==> src/sv/cpal_pkg.sv <==
// Package: widths, codes and item types of the closed-path arc-length lookup.
`default_nettype none
package cpal_pkg;
  localparam int MAX_POINTS = 1024;
  localparam int CNT_W  = $clog2(MAX_POINTS + 1);
  localparam int ADDR_W = $clog2(MAX_POINTS + 1);
  localparam int DEPTH  = MAX_POINTS + 1;
  localparam int CRD_W  = 24;
  localparam int DIF_W  = CRD_W + 1;
  localparam int SQ_W   = 2 * DIF_W;
  localparam int ROOT_W = DIF_W;
  localparam int LEN_W  = 32;
  localparam int SEG_W  = 10;
  localparam int FRAC_W = 17;
  localparam int PC_W   = 11;
  localparam int CS_W   = LEN_W + 2;
  localparam int STEP_W = 6;

  localparam logic ACT_APPEND = 1'b0;
  localparam logic ACT_QUERY  = 1'b1;

  localparam logic [1:0] ST_OK     = 2'd0;
  localparam logic [1:0] ST_FULL   = 2'd1;
  localparam logic [1:0] ST_NOPATH = 2'd2;

  typedef struct packed {
    logic                     action;
    logic signed [CRD_W-1:0]  point_x;
    logic signed [CRD_W-1:0]  point_y;
    logic signed [CRD_W-1:0]  point_z;
    logic                     last_point;
    logic signed [LEN_W-1:0]  query_distance;
  } cmd_t;

  typedef struct packed {
    logic [SEG_W-1:0]  segment_index;
    logic [FRAC_W-1:0] fraction;
    logic [LEN_W-1:0]  total_length;
    logic [PC_W-1:0]   point_count;
    logic [1:0]        status;
  } res_t;
endpackage
`default_nettype wire

==> src/sv/cpal_csub.sv <==
// Shared compare-subtract step for square root, modulo and fraction division.
`default_nettype none
module cpal_csub (
  input  wire [cpal_pkg::CS_W-1:0]  a,
  input  wire [cpal_pkg::CS_W-1:0]  b,
  output logic                      ge,
  output logic [cpal_pkg::CS_W-1:0] diff
);
  import cpal_pkg::*;

  logic [CS_W:0] d;

  always_comb begin
    d    = {1'b0, a} - {1'b0, b};
    ge   = ~d[CS_W];
    diff = d[CS_W-1:0];
  end
endmodule
`default_nettype wire

==> config.mk <==
export PLATFORM = sky130hd
export DESIGN_NAME = cpal_csub
export DESIGN_NICKNAME = d
export VERILOG_FILES = /design/src/sv/cpal_pkg.sv /design/src/sv/cpal_csub.sv
export SDC_FILE = /design/constraint.sdc
export NUM_CORES = 1
export LEC_CHECK = 0
export CAP_MARGIN = 20
export CORE_UTILIZATION = 45
export DETAILED_ROUTE_END_ITERATION = 7
export DONT_BUFFER_PORTS = 1
export PLACE_DENSITY_LB_ADDON = 0.3
export RECOVER_POWER = 100
export SKIP_LAST_GASP = 1
export SLEW_MARGIN = 15
export SYNTH_ARGS = -nofsm -noshare
export SYNTH_HDL_FRONTEND = slang
export SYNTH_SLANG_ARGS = --single-unit
==> constraint.sdc <==
create_clock -name vclk -period 6.1
set_input_delay 1.83 -clock vclk [all_inputs]
set_output_delay 1.83 -clock vclk [all_outputs]
set_load 0.01 [all_outputs]
* Word-level counts from Yosys, hierarchy flattened
Cells that the tools add are included.
W data, S select, Z words.
** Cells by class
- Bitwise gates (word level) :: 1
- Add/sub/neg operators :: 1
** Operator list (count)
- $sub A34 B34 Y35 :: 1
- $not A1 Y1 :: 1
** Storage, ports and cells
- Logic and storage cells :: 2
- Register bits :: 0
- Output and inout port bits :: 35
- Bits of input ports :: 68

* Longest topological paths before layout
- Depth in word-level cells :: 2
- Depth in mapped cells :: 11
- Depth with buffers taken out :: 11

* Worst setup path before layout
Ideal clock, no wire load.
- Kind :: input port to output port
- From :: in a[0] (netlist name)
- To :: out ge
- Data required time :: 4.270 ns
- Path slack :: 0.319 ns
- Path buffers :: 0
- Stages on the path :: 11
- Arrival :: 3.951 ns
- Cell sequence :: inv_1 > ha_1 > inv_1 > fa_1 > a211oi_2 > o21ai_1 > a22oi_4 > o2111ai_4 > a211oi_4 > o21ai_2 > a221o_1
** Between the ends
- Word-level cells in the longest chain between the ends :: 2
** RTL lines
- from (decl) :: RTL line cpal_csub.sv:4 : input wire [cpal_pkg::CS_W-1:0] a,
- $sub A34 B34 Y35 :: RTL line cpal_csub.sv:14 : d = {1'b0, a} - {1'b0, b};
- $not A1 Y1 :: RTL line cpal_csub.sv:15 : ge = ~d[CS_W];
- to (decl) :: RTL line cpal_csub.sv:6 : output logic ge,
Every way passes these cells.

* Final worst setup path
Same ends and word-level chain as after synthesis.

==> summary.txt <==
antenna violations before repair - 0
Setup-failing EPs final - 0
share of layout cells above drive strength 1 - 4.11%
number of I/O pins - 103
final hold viol count - 0
Post-Route WL - 4.93 mm
Slew Limit Fails - 0
pin count of the biggest net entering global routing - 13
Hold Path Class - in2out
ANT cells - 0
WL/cell - 14.3 um
Max stage delay cell, worst path - fa_1
Yosys warnings - 0
Area Growth Syn to Fin - 2.22%
Largest delay share family, worst path - compound AO/OA/AOI/OAI gates
Max-slew headroom - 64.7%
worst path bufs/invs - 2
sequential element share of the synthesized area - 0%
fmax - 0.168 GHz
Nets - 397
Worst Path Max Fanout - 4
Worst path max stage delay - 420 ps
DR iter-0 viols - 74
clock period minus worst slack - 5950 ps
total die area - 4790 sq um
CP Cell Sequence - inv_1 -> ha_1 -> inv_1 -> fa_1 -> a211oi_2 -> o21ai_1 -> a22oi_4 -> o2111ai_4 -> a211oi_4 -> o21ai_2 -> a221o_1
sequential cell area - 0 sq um
Critical Path Source Type - input pin
# resized after CTS - 0
routed vias - 2075
first-pass GRT wire length - 8.38 mm
Leak - 0.00105 uW
detailed placer's ending HPWL - 4.25 mm
starting density of the core - 46.7%
worst slew pin tran - 523 ps
Tot GR Track Use - 19.7%
# clk buffers - 0
pwr/cell area - 123 nW/um^2
post-synth cell types - 52
number of global-route vias before repair - 1862
placer congestion estimate - 0.907
DR pass1 iterations - 4
DRC - 0
setup bufs post-CTS - 0
antenna-violating nets left - 0
PortBufs - 0
row cnt - 24
Die Span Y - 69.2 um
cells after synthesis - 297
arrival time of the worst setup path - 4120 ps
outcome - completed
crit path kind - in2out
fin cells - 344
vias per cell - 6.03
most used cell, CP - inv_1
peak supply drop - 0.0523 mV
FF+latch count - 0
Crit path required time - 4270 ps
Die Width - 69.2 um
Tcrit/Tclk final - 97.6%
Crit. End Element - primary output
RSZ-0062 raised after global routing - false
Synth Cell Area - 2030 sq um
Synth Net Count - 400
post-route setup TNS - 0 ps
Max-Cap Viols - 0
syn avg cell area - 6.85 sq um
CORE AREA - 4350 sq um
filler instances - 457
DP Cell Count - 344
hold_buf cts - 0
GRT overflow - 0
per-layer routing:
layer	vias to the layer above	track usage, %	part of all wire (%)
met3	2	1.45	4.8
met1	941	27.9	47
met5	-	0	0
li1	1059	-	-
met4	0	1.59	0.47
met2	73	33.7	47
layout make-up:
cell class	instances	area, sq um	share of cell area [%]
multi-input cells	251	1860	89.3
repair buffers	2	11.3	0.542
well taps	52	65.1	3.13
inverters	39	146	7.04
cell usage after synthesis, types with 2 or more instances:
library cell	number	area share, %
inv_1	39	7.2
nand4_1	5	1.5
o21a_1	3	1.1
o21ai_0	13	3.2
nor3_1	4	0.98
ha_1	34	21
nor4_1	3	0.92
o2111a_1	2	1.1
nand3_1	6	1.5
a31oi_1	4	1.2
a21o_1	15	5.5
xnor2_1	17	7.3
a21oi_1	33	8.1
a211oi_1	2	0.74
clkbuf_1	7	1.3
and2_1	7	2.2
and3_1	3	0.92
nor2_1	16	3.0
a41oi_1	2	0.86
xor2_1	12	5.2
o21ai_1	8	2.0
nand2_1	27	5.0
and4_1	3	1.3
o21bai_1	4	1.5
power breakdown:
| group | total, uW | internal (uW) | leakage, uW | switching (uW) |
|---|---|---|---|---|
| Sequential | 0 | 0 | 0 | 0 |
| Combinational | 255 | 94.7 | 0.00105 | 161 |
| Clock | 0 | 0 | 0 | 0 |
| Total | 255 | 94.7 | 0.00105 | 161 |
kinds of logic (layout without fill, tap and decap cells):
kind of cell	Yosys count	count (layout)	synth area share, %
AO/OA/AOI/OAI	104	104	36.4
AND/OR/NAND/NOR	83	83	20.7
buffers and inverters	46	41	8.49
adder cells (fa/ha/maj)	35	35	21.9
XOR/XNOR	29	29	12.5
stage by stage:
step | util, % | setup slack, ps | hold WS, ps | area, sq um | power (uW)
finish | 47.7 | 148 | 3820 | 2080 | 255
CTS | 47.9 | 136 | 3820 | 2090 | 258
floorplan | - | 319 | 3810 | 2030 | 213
detailed placement | 47.9 | 150 | 3830 | 2090 | 256
global placement | 47.9 | 189 | 3820 | 2090 | 255
global route | 47.7 | 6.66 | 3830 | 2080 | 282
cells in the final DEF, fill, tap and decap left out, types with 4 or more instances in the layout:
master,n
ha_1,34
nand4_1,5
and2_1,5
xnor2_1,17
xor2_1,12
nor3_1,4
a21oi_1,33
nand2_1,27
o21ai_0,16
o21ai_1,5
inv_1,39
nor2_1,16
a31oi_1,4
nand3_1,6
a21o_1,15
o21bai_1,4
path summary, 6_finish.rpt:
check	slack (ps)	endpoint	start	cells after the start
worst max-delay path	150	ge	a[0]	11
worst min-delay path	3820	diff[0]	b[0]	2
(Power assumes the default switching activity.)
